**src/rtl/core/mmst_pkg.sv**
```systemverilog
// Shared types and constants of the min/max contrast stretch block.
package mmst_pkg;

  localparam int IDX_W            = 12;
  localparam int SAMPLE_W         = 16;
  localparam int BYTE_W           = 8;
  localparam int CFG_W            = 16;
  localparam int FRAME_PIXELS_DEF = 4096;

  localparam int PADDR_W = 4;
  localparam int PDATA_W = 32;

  // Register indexes, taken from paddr[3:2].
  localparam logic [1:0] REG_EXPOSURE = 2'd0;
  localparam logic [1:0] REG_OFFSET   = 2'd1;
  localparam logic [1:0] REG_GAIN     = 2'd2;

  localparam logic [CFG_W-1:0] EXPOSURE_RST = 16'd256;
  localparam logic [CFG_W-1:0] OFFSET_RST   = 16'd0;
  localparam logic [CFG_W-1:0] GAIN_RST     = 16'd256;

  // Full scale of the stretched pixel in Q8.8 (255 * 256).
  localparam int SCALE = 65280;
  // Clamp window for the value entering the gain multiply.
  localparam int X_MIN = -1;
  localparam int X_MAX = 16711680;
  localparam int T_MAX = 65280;

  // Divider geometry: magnitude of (v - min) * SCALE and max - min.
  localparam int NUM_W = 32;
  localparam int DEN_W = 16;

  typedef struct packed {
    logic [CFG_W-1:0] exposure;
    logic [CFG_W-1:0] offset;
    logic [CFG_W-1:0] gain;
  } cfg_t;

  typedef struct packed {
    logic wr_en;
    logic rd_en;
  } store_cmd_t;

endpackage

```
**src/rtl/core/mmst_cfg.sv**
```systemverilog
// APB register file for exposure, offset and gain.
module mmst_cfg (
  input  logic                          clk,
  input  logic                          rst,
  input  logic                          psel,
  input  logic                          penable,
  input  logic                          pwrite,
  input  logic [mmst_pkg::PADDR_W-1:0]  paddr,
  input  logic [mmst_pkg::PDATA_W-1:0]  pwdata,
  output logic [mmst_pkg::PDATA_W-1:0]  prdata,
  output logic                          pready,
  output mmst_pkg::cfg_t                cfg
);

  logic [1:0] reg_sel;
  logic       wr;

  assign pready  = 1'b1;
  assign reg_sel = paddr[3:2];
  assign wr      = psel & penable & pwrite;

  always_ff @(posedge clk) begin
    if (rst) begin
      cfg.exposure <= mmst_pkg::EXPOSURE_RST;
      cfg.offset   <= mmst_pkg::OFFSET_RST;
      cfg.gain     <= mmst_pkg::GAIN_RST;
    end else if (wr) begin
      unique case (reg_sel)
        mmst_pkg::REG_EXPOSURE: cfg.exposure <= pwdata[mmst_pkg::CFG_W-1:0];
        mmst_pkg::REG_OFFSET:   cfg.offset   <= pwdata[mmst_pkg::CFG_W-1:0];
        mmst_pkg::REG_GAIN:     cfg.gain     <= pwdata[mmst_pkg::CFG_W-1:0];
        default: ;
      endcase
    end
  end

  always_comb begin
    unique case (reg_sel)
      mmst_pkg::REG_EXPOSURE: prdata = mmst_pkg::PDATA_W'(cfg.exposure);
      mmst_pkg::REG_OFFSET:   prdata = mmst_pkg::PDATA_W'(cfg.offset);
      mmst_pkg::REG_GAIN:     prdata = mmst_pkg::PDATA_W'(cfg.gain);
      default:                prdata = '0;
    endcase
  end

endmodule

```
**config.mk**
```make
export PLATFORM = sky130hd
export DESIGN_NAME = mmst_cfg
export DESIGN_NICKNAME = d
export VERILOG_FILES = /design/src/rtl/core/mmst_pkg.sv /design/src/rtl/core/mmst_cfg.sv
export SDC_FILE = /design/constraint.sdc
export NUM_CORES = 1
export LEC_CHECK = 0
export BUFFER_PORTS_ARGS = -buffer_cell sky130_fd_sc_hd__buf_2
export CAP_MARGIN = 20
export CELL_PAD_IN_SITES_DETAIL_PLACEMENT = 1
export CELL_PAD_IN_SITES_GLOBAL_PLACEMENT = 1
export CORE_AREA = 2 2 91 93
export CTS_CLUSTER_DIAMETER = 50
export DETAILED_ROUTE_END_ITERATION = 6
export DIE_AREA = 0 0 93 95
export PLACE_DENSITY = 0.74
export SKIP_LAST_GASP = 1
export SYNTH_ARGS = -nofsm -noshare
export SYNTH_HDL_FRONTEND = slang
export SYNTH_SLANG_ARGS = --single-unit
```
**constraint.sdc**
```tcl
create_clock -name clk -period 2 [get_ports clk]
set_input_delay 0.2 -clock clk [delete_from_list [all_inputs] [get_ports clk]]
set_output_delay 0.2 -clock clk [all_outputs]
set_load 0.01 [all_outputs]
```
==> results of run 1 <==
==> placed cells by master (no fill, tap or decap) <==
cell / instances
buf_2: 86
mux2i_1: 64
nand2b_1: 62
dfxtp_1: 48
conb_1: 17
nand2_1: 16
o21ai_0: 16
buf_4: 9
clkbuf_8: 5
nor2_1: 3
nor2b_2: 1
nand3_2: 1
nor3_2: 1
nor3b_2: 1
or3b_1: 1
nand4_4: 1
or3_1: 1
clkinv_2: 1
bufinv_16: 1
clkinvlp_4: 1
==> power groups by stage <==
| stage | sequential [mW] | clock (mW) | combinational, mW |
|---|---|---|---|
| after global placement | 0.999 | 0 | 0.194 |
| after detailed placement | 1.00 | 0 | 0.198 |
| after CTS | 0.977 | 0.731 | 0.198 |
| final | 0.977 | 0.701 | 0.195 |
| after global routing | 0.979 | 0.766 | 0.215 |
| after floorplan | 1.00 | 0 | 0.140 |
==> cells by family (layout without fill, tap and decap cells) <==
kind of cell	count (synthesis)	after routing
and+or+nand+nor	88	88
muxes	64	64
DFF	48	48
buffers and inverters	34	103
AOI/OAI and AO/OA	16	16
other	2	17
==> cell type report <==
class,count,area share (%)
tap,105,4.35
sequential,48,31.8
timing repair buffer,95,16.5
clock inverter,3,1.41
multi-input combinational,185,43.7
clock buffer,5,2.28
==> stage by stage <==
step / util [%] / hold slack [ns] / std cells
floorplan: - / 0.355 / 267
detailed placement: 36.7 / 0.481 / 433
global route: 38.1 / 0.188 / 441
CTS: 38.1 / 0.174 / 441
finish: 38.1 / 0.182 / 441
global placement: 36.7 / 0.470 / 433
==> critical path: stages <==
cell and delay (ns):
buf_2 0.26, nor2b_2 0.22, buf_4 0.24, nand2_1 0.08, o21ai_0 0.08, buf_2 0.16
==> worst max-delay path by stage <==
stage                         from                   end  slack, ns  cells past startpoint
after floorplan           paddr[2]            prdata[10]       0.79                      4
after global placement    paddr[3]   cfg[9]$_SDFFE_PP0P_       0.25                      5
after detailed placement  paddr[3]  cfg[15]$_SDFFE_PP0P_       0.24                      5
after CTS                 paddr[3]             prdata[4]       0.52                      6
after global routing      paddr[3]             prdata[8]       0.42                      6
final                     paddr[3]             prdata[8]       0.56                      6
==> layer usage <==
| layer | vias up | track usage, % |
|---|---|---|
| met3 | 5 | 3.91 |
| li1 | 963 | - |
| met5 | - | 0 |
| met4 | 0 | 3.31 |
| met1 | 925 | 18.1 |
| met2 | 67 | 26.2 |
==> flow_summary.yaml, run 1 <==
sta:
  hold_violations: 0
  slew_violations: 0
  finalSetupTns_ns: 0
  fmax_mhz: 693
  skew_ns: 0
  finalSetupViolCount: 0
  slew_headroom_pct: 65.1
  fin_crit_sh_pct: 72.2
  fin_ws_ns: 0.557
  period_needed_ns: 1.44
  rsz0062_at_grt: "no"
  worst_pin_slew_ns: 0.524
global_routing:
  grt_overflow_total: 0
  groute.usage.overall_pct: 14.8
  grt_antenna_before_repair: 0
  grt_pass1_wl_um: 10200
  grt_pass1_vias: 1917
  grt_max_degree: 66
clocking:
  cts_root_buf: "clkbuf_8"
  htreeDepth: 2
  cts_tree: "yes"
  path_clk_slew_ns: 0.09
  postCtsSetupBuffers: 0
  insertion_delay_ns: 0.29
  cts_buffer_depth: 2
  cts.sinks: 48
  post_cts_resize_count: 0
  cts_hold_buf: 0
  cts_buffers: 5
placement:
  dp_hpwl_um: 4730
  place_congestion: 0.750
  post-place-ws_ns: 0.235
  post_dp_cell_area_um2: 2910
  io_buffers: 86
pwr:
  power.switching_mw: 0.453
  power.density_nw_per_um2: 620
  pwr-share-seq_pct: 52.2
  power_frac_clock_pct: 37.4
  cellLeakagePower_nw: 1.56
  switching_share_pct: 24.2
  ir_drop_uv: 242
  intPower_mw: 1.42
  comb_power_share_pct: 10.4
  fin_total_pwr_mw: 1.87
outcome:
  status: "completed"
final_layout:
  top_regs: "cfg (48)"
  ff_latch_area_um2: 961
  final_area_um2: 3020
  largest_register_ffs: 48
  top_register: "cfg"
  syn2layout_area_growth_pct: 24.2
  multi_input_area_um2: 1320
  drive_above_1_share_pct: 32.1
  final_nets: 376
  fill_cells: 960
  diodes: 0
critical_path:
  crit_path_max_fanout: 13
  r2r-start: "cfg[44]$_SDFFE_PP0P_"
  cp-start-kind: "input pin"
  worst-r2r-setup-slack_ns: 1.34
  path_class: "in2out"
  endpoint_kind: "output port"
  rr_worst_depth: 2
  cp.required_ns: 1.80
  arrival_ns: 1.24
  crit-reg2reg-capture: "cfg[44]$_SDFFE_PP0P_"
route:
  drtPass1Iterations: 4
  dr_wl_met3_um: 384
  viasPerCell: 4.44
  vias: 1960
  route.detailed.drc: 0
  met2_length_um: 3140
  routed_wl_um: 6480
  drtAntennaViolNets: 0
  drt-initial-drc-count: 41
  wl_per_cell_um: 14.7
  top_layer: "met4"
  wl_met1_um: 2910
synthesis:
  synth-seq-cells: 48
  synth_warnings: 0
  synthAdderAreaFrac_pct: 0
  synth_top_area_share_pct: 39.5
  async_flop_share_pct: 0
  yosysMostFrequentCell: "mux2i_1"
  synth_top_family_by_area: "multiplexers"
  synth_flop_cell: "dfxtp_1"
  synth.distinct_cells: 18
  synth_commonest_cells: "64 x mux2i_1, 62 x nand2b_1, 48 x dfxtp_1, 18 x buf_4"
  synth_area_leaders: "dfxtp_1 39%, mux2i_1 26%, nand2b_1 16%"
  synth_xor_xnor_area_share_pct: 0
  yosys.area.top_type: "dfxtp_1"
  avgSynthCellArea_um2: 9.66
  synth_area_um2: 2430
  synthMuxAreaShare_pct: 26.3
  synth_edf_count: 0
  ys_seq_area_share_pct: 39.5
  synth-compound-area-share_pct: 3.29
  syn_inst: 252
  synthSimpleGateAreaFrac_pct: 21.7
worst_hold_path:
  hold_depth: 3
  hold_end: "cfg[24]$_SDFFE_PP0P_"
  worstHoldPathType: "in2reg"
  min-delay-start: "pwdata[8]"
die:
  core-area_um2: 7930
  rows: 33
  boundaryPins: 122
  fp.dieW_um: 93
  die_area_um2: 8840
  initial_core_util_pct: 30.7
  die_y_um: 95
flow_run:
  maxCapViolations: 0
(Power assumes the default switching activity.)
==> run 2, diff against run 1 <==
ABC_AREA = 1   (was unset)
CORE_AREA = 2 2 98 100   (was 2 2 91 93)
DIE_AREA = 0 0 100 102   (was 0 0 93 95)
PLACE_DENSITY = 0.73   (was 0.74)
clock period = 1.3 ns   (was 2 ns; I/O delays follow)
==> run 2 against run 1 <==
  * Utilization down 4.8 points
  * Clock power is 36% higher
  * Critical endpoint is now prdata[4]
  * Final cell count up 29%
  * First-iteration DRC count increased by 32%
  * Global-route usage is essentially flat
  * Final area rose by 0.58%
  * Sequential power grew 57%
  * Synthesized cell count rose by 48%
  * Hold slack got worse by 0.091 ns
==> flow_summary.yaml, run 2 <==
placement:
  dp_hpwl_um: 5170
  place_congestion: 0.706
  dp_cells: 559
  io_buffers: 86
clocking:
  cts_tree: "yes"
  cts_buffers: 5
  cts_root_buf: "clkbuf_8"
  cts.sinks: 48
  cts_hold_buf: 0
  cts_buffer_depth: 2
  htreeDepth: 2
  post_cts_resize_count: 0
  postCtsSetupBuffers: 0
  insertion_delay_ns: 0.29
  path_clk_slew_ns: 0.09
route:
  viasPerCell: 4.44
  drt-initial-drc-count: 54
  route.detailed.drc: 0
  routed_wl_um: 7470
  drtPass1Iterations: 3
  vias: 2519
  drtAntennaViolNets: 0
  wl_per_cell_um: 13.2
synthesis:
  synthAdderAreaFrac_pct: 0
  yosysMostFrequentCell: "nand2_1"
  synth_flop_cell: "dfxtp_1"
  avgSynthCellArea_um2: 6.50
  async_flop_share_pct: 0
  yosys.area.top_type: "dfxtp_1"
  synth_top_family_by_area: "simple AND/OR/NAND/NOR gates"
  synth_edf_count: 0
  synth-seq-cells: 48
  synth_commonest_cells: "100 x nand2_1, 93 x nor2_1, 64 x nand3_1, 48 x dfxtp_1, 21 x buf_4"
  synth_xor_xnor_area_share_pct: 0
  synth_area_leaders: "dfxtp_1 40%, nand2_1 15%, nor2_1 14%"
  synth.distinct_cells: 16
  synthMuxAreaShare_pct: 0
  ys_seq_area_share_pct: 39.5
  synth_top_area_share_pct: 39.5
  synthSimpleGateAreaFrac_pct: 46.0
  syn_inst: 374
  synth_warnings: 0
  synth_area_um2: 2430
  synth-compound-area-share_pct: 0.412
worst_hold_path:
  hold_depth: 3
  hold_end: "cfg[40]$_SDFFE_PP1P_"
  min-delay-start: "pwdata[8]"
  worstHoldPathType: "in2reg"
pwr:
  ir_drop_uv: 477
  power.density_nw_per_um2: 950
  cellLeakagePower_nw: 1.55
final_layout:
  largest_register_ffs: 48
  fill_cells: 1204
  top_register: "cfg"
  syn2layout_area_growth_pct: 25.0
  layout_commonest_cell: "nand2_1"
  fin_util_pct: 33.4
  diodes: 0
  final_cell_mix: "100 x nand2_1, 92 x nor2_1, 86 x buf_2"
  drive_above_1_share_pct: 25.2
  final_cells: 567
  final_nets: 496
  top_regs: "cfg (48)"
critical_path:
  slowest_stage: "buf_4"
  crit-reg2reg-capture: "cfg[8]$_SDFFE_PP1P_"
  cp.required_ns: 1.17
  rr_worst_depth: 2
  arrival_ns: 1.01
  crit_path_frequent_cell: "buf_2"
  cp-start-kind: "input pin"
  cpPeakStageDelay_ns: 0.25
  crit_family: "buffers and inverters"
  r2r-start: "cfg[8]$_SDFFE_PP1P_"
  path_class: "in2out"
  cp_cell_sequence: "buf_2 -> inv_2 -> nor2_2 -> buf_4 -> nand2_1 -> nand3_1 -> buf_2"
  cp_num_cells: 7
  worst-r2r-setup-slack_ns: 0.68
  endpoint_kind: "output port"
  crit_path_max_fanout: 16
  crit_buf_inv: 4
outcome:
  status: "completed"
sta:
  hold_violations: 0
  fin_crit_sh_pct: 87.9
  finalSetupViolCount: 0
  slew_violations: 0
  skew_ns: 0
  finalSetupTns_ns: 0
  rsz0062_at_grt: "no"
  fmax_mhz: 875
  period_needed_ns: 1.14
die:
  core-area_um2: 9110
  boundaryPins: 122
  fp.dieW_um: 100
  rows: 35
  die_area_um2: 10200
  die_y_um: 102
  initial_core_util_pct: 26.7
global_routing:
  grt_antenna_before_repair: 0
  grt_pass1_vias: 2425
  grt_pass1_wl_um: 12000
  grt_overflow_total: 0
  groute.usage.overall_pct: 14.8
  grt_max_degree: 49
flow_run:
  maxCapViolations: 0
==> run 2: cell count changes in the layout (fill, tap and decap cells not counted), sizes merged, moves of 14 or more <==
cell and change:
inv +20, nor2 +96, mux2i -64, nand2 +84
o21ai -14, nand3 +64, nand2b -62
==> run 2: metal layers <==
layer | vias up | routed length [um] | global-route usage, %
li1 | 1279 | - | -
met5 | - | 0 | 0
met4 | 0 | 41 | 2.53
met2 | 56 | 3670 | 27.5
met1 | 1180 | 3440 | 18.0
met3 | 4 | 318 | 3.08
==> run 2: tightest hold or removal path, cell delays in order <==
cell     delay [ns]
buf_2          0.11
nand2_1        0.05
nand3_1        0.07
==> run 2: report_power, final <==
part	switching, mW	leakage, nW	internal [mW]
clock network	0.519	0.0445	0.434
logic	0.268	1.11	0.143
registers	0.0245	0.389	1.50
==> run 2: kinds of logic (layout without fill, tap and decap cells) <==
group	after synthesis	after routing
AO/OA/AOI/OAI	2	2
flip-flops	48	48
AND/OR/NAND/NOR	264	264
other	2	17
buffers and inverters	58	125
==> run 2: layout make-up <==
class	instances	area [um^2]	share of cell area, %
multi-input combinational	283	1200	39.3
sequential	48	961	31.6
timing repair buffer	97	576	18.9
tap	111	139	4.57
clock buffer	7	86.3	2.84
inverter	20	75.1	2.47
clock inverter	1	7.51	0.247
==> run 2: worst max path at each step <==
stage,startpoint,endpoint,slack (ns)
after global routing,paddr[3],prdata[4],0.05
after detailed placement,paddr[2],prdata[4],0.13
after floorplan,psel,cfg[32]$_SDFFE_PP0P_,0.50
after CTS,paddr[2],prdata[4],0.13
final,paddr[3],prdata[4],0.16
after global placement,paddr[2],prdata[4],0.18
==> run 2: stage by stage <==
| stage | power [mW] | hold slack [ns] | area (um^2) | setup WS, ns |
|---|---|---|---|---|
| 6_report | 2.89 | 0.0917 | 3040 | 0.157 |
| 4_1_cts | 2.94 | 0.0872 | 3040 | 0.133 |
| 5_1_grt | 3.06 | 0.104 | 3040 | 0.0467 |
| 3_5_place_dp | 1.98 | 0.402 | 2950 | 0.132 |
| 3_3_place_gp | 1.97 | 0.384 | 2950 | 0.180 |
| 2_1_floorplan | 1.85 | 0.256 | 2490 | 0.501 |
