===== src/rtl/core/mmst_pkg.sv =====
// Shared types and constants of the min/max contrast stretch block.
package mmst_pkg;

  localparam int IDX_W            = 12;
  localparam int SAMPLE_W         = 16;
  localparam int BYTE_W           = 8;
  localparam int CFG_W            = 16;
  localparam int FRAME_PIXELS_DEF = 4096;

  localparam int PADDR_W = 4;
  localparam int PDATA_W = 32;

  // Register indexes, taken from paddr[3:2].
  localparam logic [1:0] REG_EXPOSURE = 2'd0;
  localparam logic [1:0] REG_OFFSET   = 2'd1;
  localparam logic [1:0] REG_GAIN     = 2'd2;

  localparam logic [CFG_W-1:0] EXPOSURE_RST = 16'd256;
  localparam logic [CFG_W-1:0] OFFSET_RST   = 16'd0;
  localparam logic [CFG_W-1:0] GAIN_RST     = 16'd256;

  // Full scale of the stretched pixel in Q8.8 (255 * 256).
  localparam int SCALE = 65280;
  // Clamp window for the value entering the gain multiply.
  localparam int X_MIN = -1;
  localparam int X_MAX = 16711680;
  localparam int T_MAX = 65280;

  // Divider geometry: magnitude of (v - min) * SCALE and max - min.
  localparam int NUM_W = 32;
  localparam int DEN_W = 16;

  typedef struct packed {
    logic [CFG_W-1:0] exposure;
    logic [CFG_W-1:0] offset;
    logic [CFG_W-1:0] gain;
  } cfg_t;

  typedef struct packed {
    logic wr_en;
    logic rd_en;
  } store_cmd_t;

endpackage


===== src/rtl/core/mmst_div.sv =====
// Restoring unsigned divider, one quotient bit per cycle.
module mmst_div (
  input  logic                       clk,
  input  logic                       rst,
  input  logic                       start,
  input  logic [mmst_pkg::NUM_W-1:0] num,
  input  logic [mmst_pkg::DEN_W-1:0] den,
  output logic                       done,
  output logic [mmst_pkg::NUM_W-1:0] quo,
  output logic                       rem_nz
);

  localparam int CW = $clog2(mmst_pkg::NUM_W + 1);

  logic                       busy;
  logic [CW-1:0]              cnt;
  logic [mmst_pkg::DEN_W-1:0] rem;
  logic [mmst_pkg::DEN_W-1:0] dvs;
  logic [mmst_pkg::DEN_W:0]   trial;
  logic                       fits;

  assign trial  = {rem, quo[mmst_pkg::NUM_W-1]};
  assign fits   = trial >= {1'b0, dvs};
  assign rem_nz = rem != '0;

  always_ff @(posedge clk) begin
    if (start) begin
      rem <= '0;
      quo <= num;
      dvs <= den;
    end else if (busy) begin
      rem <= fits ? mmst_pkg::DEN_W'(trial - {1'b0, dvs})
                  : trial[mmst_pkg::DEN_W-1:0];
      quo <= {quo[mmst_pkg::NUM_W-2:0], fits};
    end
  end

  always_ff @(posedge clk) begin
    if (rst) begin
      busy <= 1'b0;
      done <= 1'b0;
      cnt  <= '0;
    end else begin
      done <= 1'b0;
      if (start) begin
        busy <= 1'b1;
        cnt  <= '0;
      end else if (busy) begin
        cnt <= cnt + 1'b1;
        if (cnt == CW'(mmst_pkg::NUM_W - 1)) begin
          busy <= 1'b0;
          done <= 1'b1;
        end
      end
    end
  end

endmodule


===== config.mk =====
export PLATFORM = sky130hd
export DESIGN_NAME = mmst_div
export DESIGN_NICKNAME = d
export VERILOG_FILES = /design/src/rtl/core/mmst_pkg.sv /design/src/rtl/core/mmst_div.sv
export SDC_FILE = /design/constraint.sdc
export NUM_CORES = 1
export LEC_CHECK = 0
export BUFFER_PORTS_ARGS = -buffer_cell sky130_fd_sc_hd__buf_2
export CORE_MARGIN = 2
export CORE_UTILIZATION = 45
export DETAILED_ROUTE_END_ITERATION = 7
export PLACE_DENSITY = 0.71
export SLEW_MARGIN = 20
export SYNTH_ARGS = -nofsm -noshare
export SYNTH_HDL_FRONTEND = slang
export SYNTH_SLANG_ARGS = --single-unit
export TNS_END_PERCENT = 30

===== constraint.sdc =====
create_clock -name clk -period 2.4 [get_ports clk]
set_clock_uncertainty 0.05 [all_clocks]
set_input_delay 0.12 -clock clk [delete_from_list [all_inputs] [get_ports clk]]
set_output_delay 0.12 -clock clk [all_outputs]
set_load 0.05 [all_outputs]

==> results of run 1 <==
power by group through the flow:
stage	clock [mW]	sequential [mW]	combinational, mW
after CTS	1.05	1.51	1.08
final	1.02	1.51	1.10
after floorplan	0	1.73	0.475
after global routing	1.09	1.52	1.19
after global placement	0	1.52	0.978
after detailed placement	0	1.53	0.982
cells in the final DEF, fill, tap and decap left out, drive strengths merged, types with 4 or more instances in the layout:
cell type	count
nand4	9
inv	26
a311oi	5
dlygate4sd3	36
nand3	8
mux2i	6
o21ai	14
xnor2	7
edfxtp	48
mux2	32
nor4	4
dfxtp	24
nor3	4
buf	128
a211oi	9
clkbuf	9
xor2	5
a21oi	19
a31oi	4
nand2b	13
nand2	19
ha	17
nor2	30
logic make-up after synthesis:
group	count (synthesis)	share of synthesized area, %
adder cells (fa/ha/maj)	18	5.94
XOR/XNOR	12	2.68
AND/OR/NAND/NOR	105	13.7
buffers and inverters	42	4.47
flip-flops	72	49.1
multiplexers	38	10.7
AO/OA/AOI/OAI	76	13.4
registers in the layout (all words and copies together) (netlist names):
name	flops
dvs	16
busy	1
done	1
cnt	6
rem	16
quo	32
cell type report:
class	count	share of cell area [%]
inverter	22	1.51
clock inverter	7	1.53
timing repair buffer	164	20.5
clock buffer	9	2.26
tap	108	2.47
sequential	72	35.1
multi-input combinational	249	36.6
worst max-delay path by stage:
| stage | depth (start not counted) | slack, ps | end | from |
|---|---|---|---|---|
| after detailed placement | 9 | -70 | rem[10] | dvs[10] |
| final | 9 | 30 | rem[15] | dvs[10] |
| after floorplan | 9 | -160 | rem[14] | quo[31] |
| after global placement | 9 | -0.6 | rem[15] | dvs[10] |
| after global routing | 9 | -80 | rem[8] | dvs[10] |
| after CTS | 9 | -9 | rem[15] | dvs[5] |
repair_timing:
item,4_1_cts,5_1_grt
hold buffers,36,0
buffers inserted,3,0
pin swaps,7,7
gates resized for setup,18,13
endpoints found under the hold margin,36,0
setup endpoints to repair,12,15
stage by stage:
stage | utilization, % | power [mW]
finish | 63.7 | 3.63
global route | 63.7 | 3.80
CTS | 63.2 | 3.63
detailed placement | 54.9 | 2.51
global placement | 54.9 | 2.50
floorplan | - | 2.20
layer usage:
| layer | global-route usage [%] | wire length (um) | part of all wire (%) | up-vias |
|---|---|---|---|---|
| li1 | - | - | - | 1662 |
| met1 | 26.1 | 4230 | 41 | 1596 |
| met2 | 39.0 | 5110 | 50 | 106 |
| met3 | 7.12 | 660 | 6.5 | 21 |
| met4 | 8.33 | 215 | 2.1 | 0 |
| met5 | 0 | 0 | 0 | - |
==> results_dict.tcl, run 1 <==
set metrics [dict create \
    status "finished clean" \
    crit_family "simple AND/OR/NAND/NOR gates" \
    clockBufferDepth 2 \
    yosysSeqAreaShare_pct 49.1 \
    initial_core_util_pct 45.6 \
    rows 34 \
    fin_crit_ps 2370 \
    clkTransAtPathRegs_ps 90 \
    vias 3385 \
    synth_top_area_share_pct 36.8 \
    synthCells 363 \
    synth_top_area_cell "edfxtp_1" \
    ys_ff_latch 72 \
    clockRootBuffer "clkbuf_8" \
    rsz0062_at_grt "yes" \
    synth_edf_count 48 \
    grt_pass1_wl_um 16800 \
    wl_um 10200 \
    tightest_slew_ps 503 \
    ys.flop_type "edfxtp_1" \
    hp-start "num[27]" \
    hold_class "input pin to register" \
    clock.fmax_mhz 422 \
    viasPerCell 5.36 \
    power.internal_mw 2.41 \
    ir_drop_v 0.000436 \
    cts_sinks 72 \
    slowest_delay_ps 510 \
    core_sq_um 8590 \
    period_share_pct 98.7 \
    worst_slack_ps 30.2 \
    dieArea_sq_um 9470 \
    port_buffers 84 \
    cts_tree "built" \
    finalSetupViolations 0 \
    swShare_pct 33.8 \
    power_density_nw_per_um2 663 \
    clk_latency_ps 360 \
    cp_slowest_cell "or4_1" \
    p_comb_share_pct 30.3 \
    synth_commonest_cells "edfxtp_1 (48), mux2_2 (32), nor2_1 (30)" \
    pwr-share-seq_pct 41.5 \
    rrSetupSlack_ps 30 \
    syn_area_sq_um 3920 \
    worstPathCellList "inv_2, ha_4, nand4_1, or4_1, and4_4, a31oi_4, buf_6, nand3_1, a311oi_1" \
    place_ws_ps -74.6 \
    syn-num-nets 432 \
    gr-usage-all-layers_pct 22.5 \
    post_drt_wl_per_cell_um 16.2 \
    overflow 0 \
    die_w_um 97.3 \
    instances_no_fill 631 \
    timing_worst_setup_path_type "register to register" \
    clkPwrFrac_pct 28.2 \
    fin_setup_tns_ps 0 \
    fillers 687 \
    numCtsBuffers 9 \
    cp.arrival_ps 2590 \
    drc 0 \
    grt_max_degree 41 \
    regArea_sq_um 1920 \
    syn_to_final_growth_pct 39.8 \
    rr_worst_depth 9 \
    yosys_warnings 0 \
    grt_pass1_vias 3595 \
    pin_count 85 \
    drive_above_1_share_pct 40.3 \
    reg2reg_from "dvs[10]" \
    hpwl_um 7260 \
    drt_iter0_drc 133 \
    synth.distinct_cells 54 \
    final_nets 587 \
    first_pass_iters 4 \
    synth_most_common_cell "edfxtp_1" \
    async_flop_share_pct 0 \
    ys_top_cells_by_area "edfxtp_1 (37%), dfxtp_1 (12%), mux2_2 (9.2%)" \
    required_ps 2620 \
    end_kind "register" \
    power_leakage_nw 2.24 \
    critPathMaxFanout 8 \
    die_h_um 97.3 \
    drv_cap 0 \
    gp_congestion 0.930 \
    postLayoutCellArea_sq_um 5480 \
    slew_violations 0 \
    placed_cell_area_sq_um 4720 \
    cts-htree-levels 3 \
    crit_buf_inv 2 \
    antenna_found_initial 0 \
    diodes 0 \
    multi_input_area_sq_um 2010 \
    relSlewSlack_pct 66.5 \
    hold_depth 2 \
    drtAntennaViolNets 0 \
    dp_cells 576 \
    critPathLaunchType "register" \
    r2r-end "rem[15]" \
    syn_avg_cell_area_sq_um 10.8 \
    power_switching_mw 1.23 \
    holdWs_ps 8.81 \
    hold_path_end "quo[27]" \
    final-hold-violation-count 0 \
]
No activity file was read; power rests on OpenSTA's default activity.
==> inputs of run 2 (changes only) <==
- CTS_CLUSTER_SIZE: unset -> 8
- PLACE_DENSITY: 0.71 -> 0.68
- clock period: 2.4 -> 2.7 ns (I/O delays scaled with it)
==> run 2 against run 1 <==
Combinational power decreased by 23%. Via count decreased by 5.3%. Power decreased by 13%. First-iteration DRC count increased by 95%. Die area unchanged. Clock power decreased by 6%. Routed wire length decreased by 9.8%. Final area decreased by 9.3%. Largest cell class is now registers. Hold slack improved by 14 ps. Count of clock-buffer cells in the layout increased by 1. Critical endpoint is now rem[0].
==> results_dict.tcl, run 2 (same netlist as run 1, synthesis figures left out) <==
set metrics [dict create \
    cts_sinks 72 \
    status "finished clean" \
    final_cell_mix "buf_2 (84), edfxtp_1 (48), mux2_2 (32)" \
    grt_pass1_wl_um 15400 \
    final-hold-violation-count 0 \
    largest-register "quo" \
    die_w_um 97.3 \
    crit_family "simple AND/OR/NAND/NOR gates" \
    drtAntennaViolNets 0 \
    fin_crit_ps 2550 \
    ir_drop_v 0.000450 \
    clockRootBuffer "clkbuf_8" \
    grt_pass1_vias 3238 \
    worst_slack_ps 151 \
    worstPathCellList "inv_1, ha_1, nand4_1, or4_1, and4_4, a31oi_4, mux2_2, a211oi_1" \
    power.total_mw 3.15 \
    slew_violations 0 \
    timing_worst_setup_path_type "register to register" \
    pin_count 85 \
    drive_above_1_share_pct 33.5 \
    gr-usage-all-layers_pct 20.2 \
    crit_buf_inv 1 \
    antenna_found_initial 0 \
    clockBufferDepth 2 \
    die_h_um 97.3 \
    end_kind "register" \
    cts-htree-levels 3 \
    diodes 0 \
    relSlewSlack_pct 50.2 \
    vias 3204 \
    dieArea_sq_um 9470 \
    fin_setup_tns_ps 0 \
    final_nets 544 \
    utilization_pct 57.8 \
    power_leakage_nw 2.05 \
    holdWs_ps 23.1 \
    post_drt_wl_per_cell_um 15.7 \
    largestRegisters "quo (32), dvs (16), rem (16)" \
    critPathMaxFanout 6 \
    clk_latency_ps 360 \
    rows 34 \
    power_density_nw_per_um2 635 \
    viasPerCell 5.45 \
    mostFrequentLayoutCell "buf_2" \
    overflow 0 \
    core_sq_um 8590 \
    cp.arrival_ps 2770 \
    drc 0 \
    largest_reg_flops 32 \
    port_buffers 84 \
    rsz0062_at_grt "no" \
    first_pass_iters 5 \
    slowest_delay_ps 550 \
    hpwl_um 6640 \
    numCtsBuffers 9 \
    clock.fmax_mhz 392 \
    period_share_pct 94.4 \
    drt_iter0_drc 259 \
    gp_congestion 0.935 \
    grt_max_degree 41 \
    initial_core_util_pct 45.6 \
    tightest_slew_ps 747 \
    hold_class "input pin to register" \
    cp_slowest_cell "or4_1" \
    drv_cap 0 \
    clkTransAtPathRegs_ps 90 \
    required_ps 2920 \
    place_ws_ps 97.5 \
    syn_to_final_growth_pct 26.8 \
    critPathLaunchType "register" \
    finalSetupViolations 0 \
    cts_tree "built" \
    wl_um 9210 \
]
-- run 2: cell count changes in the layout (fill, tap and decap cells not counted), sizes merged --
| cell | previous run | this run |
|---|---|---|
| buf | 128 | 104 |
| dlygate4sd3 | 36 | 17 |
| inv | 26 | 24 |
| bufinv | 1 | 2 |
| clkbuf | 9 | 10 |
-- run 2: timing repair --
action | 4_1_cts | 5_1_grt
hold endpoints to repair | 17 | 0
hold buffers | 17 | 0
endpoints found under the setup margin | 0 | 11
setup buffers | 0 | 1
resized for setup | 0 | 9
-- run 2: cell type report --
cell class              instances  area, sq um
flip-flops and latches         72         1920
clock inverters                 6         90.1
repair buffers                121          744
inverters                      22         82.6
well taps                     108          135
clock buffers                  10          128
fillers                       763         3630
multi-input cells             249         1870
-- run 2: power by group --
part	internal, mW	switching (mW)	total [mW]
combinational	0.330	0.518	0.847
sequential	1.28	0.0572	1.34
clock	0.526	0.437	0.963
total	2.14	1.01	3.15
-- run 2: worst paths after layout --
check / slack (ps) / cells after the start / from / endpoint
max reg2reg: 150 / 8 / dvs[7] / rem[0]
min reg2reg: 420 / 1 / cnt[5] / done
min: 20 / 2 / num[8] / quo[8]
max: 150 / 8 / dvs[7] / rem[0]
-- run 2: through the flow --
stage | std cells | instance area [sq um]
after floorplan | 363 | 3920
after global placement | 554 | 4520
after detailed placement | 554 | 4520
after CTS | 587 | 4910
after global routing | 588 | 4970
final | 588 | 4970
-- run 2: per-layer routing --
layer | part of all wire (%) | global-route usage, % | vias to the layer above
li1 | - | - | 1577
met1 | 45 | 26.5 | 1497
met2 | 46 | 31.5 | 118
met3 | 7.9 | 7.55 | 12
met4 | 1.1 | 5.66 | 0
met5 | 0 | 0 | -
==> inputs of run 3 (changes only) <==
- CORE_ASPECT_RATIO: unset -> 1.5
==> run 3 against run 2 <==
Die area up 0.16%. Core utilization up 2.4 points. Fmax up 1.4%. Register-to-register slack better by 30 ps. First-iteration DRC count down 31%. Combinational power about the same. Global-route usage up 0.47 points. Routed wire length down 0.42%. Highest routed layer unchanged.
==> results_dict.tcl, run 3 (same netlist as run 1, synthesis figures left out) <==
set metrics [dict create \
    syn_to_final_growth_pct 29.4 \
    critPathMaxFanout 11 \
    numCtsBuffers 9 \
    drv_cap 0 \
    fin_setup_tns_ps 0 \
    timing_worst_setup_path_type "register to register" \
    postLayoutCellArea_sq_um 5070 \
    gp_congestion 0.908 \
    finalSetupViolations 0 \
    hpwl_um 6790 \
    core_sq_um 8410 \
    crit_buf_inv 2 \
    clock.fmax_mhz 398 \
    crit_family "simple AND/OR/NAND/NOR gates" \
    cts_tree "built" \
    viasPerCell 5.46 \
    power_leakage_nw 2.10 \
    required_ps 2890 \
    pin_count 85 \
    largestRegisters "quo (32), dvs (16), rem (16)" \
    gr-usage-all-layers_pct 20.7 \
    mostFrequentLayoutCell "buf_2" \
    cts_sinks 72 \
    ir_drop_v 0.000492 \
    overflow 0 \
    antenna_found_initial 0 \
    drive_above_1_share_pct 33.6 \
    power.total_mw 3.44 \
    die_w_um 80.2 \
    cts-htree-levels 3 \
    worstPathCellList "inv_1, ha_1, nand4_1, or4_1, and4_4, a31oi_4, buf_4, o21ai_1, a311oi_1" \
    first_pass_iters 4 \
    drt_iter0_drc 180 \
    dieArea_sq_um 9480 \
    grt_max_degree 45 \
    final-hold-violation-count 0 \
    clockRootBuffer "clkbuf_16" \
    relSlewSlack_pct 51.1 \
    die_h_um 118 \
    fin_crit_ps 2510 \
    post_drt_wl_per_cell_um 15.6 \
    final_cell_mix "buf_2 (84), edfxtp_1 (48), mux2_2 (32)" \
    diodes 0 \
    largest-register "quo" \
    final_nets 546 \
    period_share_pct 93.1 \
    slowest_delay_ps 550 \
    placed_cell_area_sq_um 4510 \
    clk_latency_ps 330 \
    end_kind "register" \
    status "finished clean" \
    drc 0 \
    largest_reg_flops 32 \
    wl_um 9170 \
    cp_slowest_cell "or4_1" \
    critPathLaunchType "register" \
    port_buffers 84 \
    drtAntennaViolNets 0 \
    tightest_slew_ps 733 \
    power_density_nw_per_um2 679 \
    initial_core_util_pct 46.6 \
    slew_violations 0 \
    hold_class "input pin to register" \
    clockBufferDepth 2 \
    rows 41 \
    grt_pass1_vias 3336 \
    rsz0062_at_grt "no" \
    vias 3214 \
    cp.arrival_ps 2700 \
    grt_pass1_wl_um 15200 \
    clkTransAtPathRegs_ps 60 \
]
==> run 3: worst register-to-register path, cell delays in order (launching register included) <==
cell and delay, ps:
edfxtp_1 320, inv_1 40, ha_1 300, nand4_1 170
or4_1 550, and4_4 170, a31oi_4 220, buf_4 230
o21ai_1 90, a311oi_1 270
==> run 3: worst paths after layout <==
path,startpoint,endpoint,slack (ps),cells past startpoint
setup / recovery,dvs[9],rem[7],190,9
hold / removal,num[0],quo[0],20,3
setup reg to reg,dvs[9],rem[7],190,9
hold reg to reg,cnt[5],done,440,1
==> run 3: power by group <==
group / internal, mW / total [mW] / switching (mW)
sequential: 1.29 / 1.34 / 0.0567
clock: 0.809 / 1.25 / 0.437
combinational: 0.331 / 0.850 / 0.519
total: 2.43 / 3.44 / 1.01
==> run 3: area by class of cell <==
| type | count | area [sq um] |
|---|---|---|
| sequential | 72 | 1920 |
| fill | 726 | 3350 |
| tap | 107 | 134 |
| timing repair buffer | 123 | 756 |
| clock inverter | 5 | 81.3 |
| clock buffer | 11 | 233 |
| multi-input combinational | 249 | 1860 |
| inverter | 22 | 82.6 |
==> run 3: repair_timing <==
item,in CTS,in global routing
buffers inserted,0,4
endpoints found under the setup margin,0,12
hold buffers,17,0
resized for setup,0,7
endpoints found under the hold margin,17,0
==> run 3: through the flow <==
step / utilization, % / cells / hold WS [ps] / setup WS [ps]
floorplan: - / 363 / 154 / 30.6
global placement: 53.7 / 552 / 257 / 121
detailed placement: 53.7 / 552 / 259 / 53.1
CTS: 59.4 / 585 / 18.7 / 24.6
global route: 60.2 / 589 / 29.4 / 9.17
finish: 60.2 / 589 / 23.5 / 186
==> run 3: layer usage <==
layer	vias to the layer above	wire length, um	part of all wire, %	track usage (%)
li1	1581	-	-	-
met1	1509	3590	39	22.8
met2	102	4720	52	35.6
met3	22	553	6.0	5.73
met4	0	301	3.3	10.1
met5	-	0	0	0
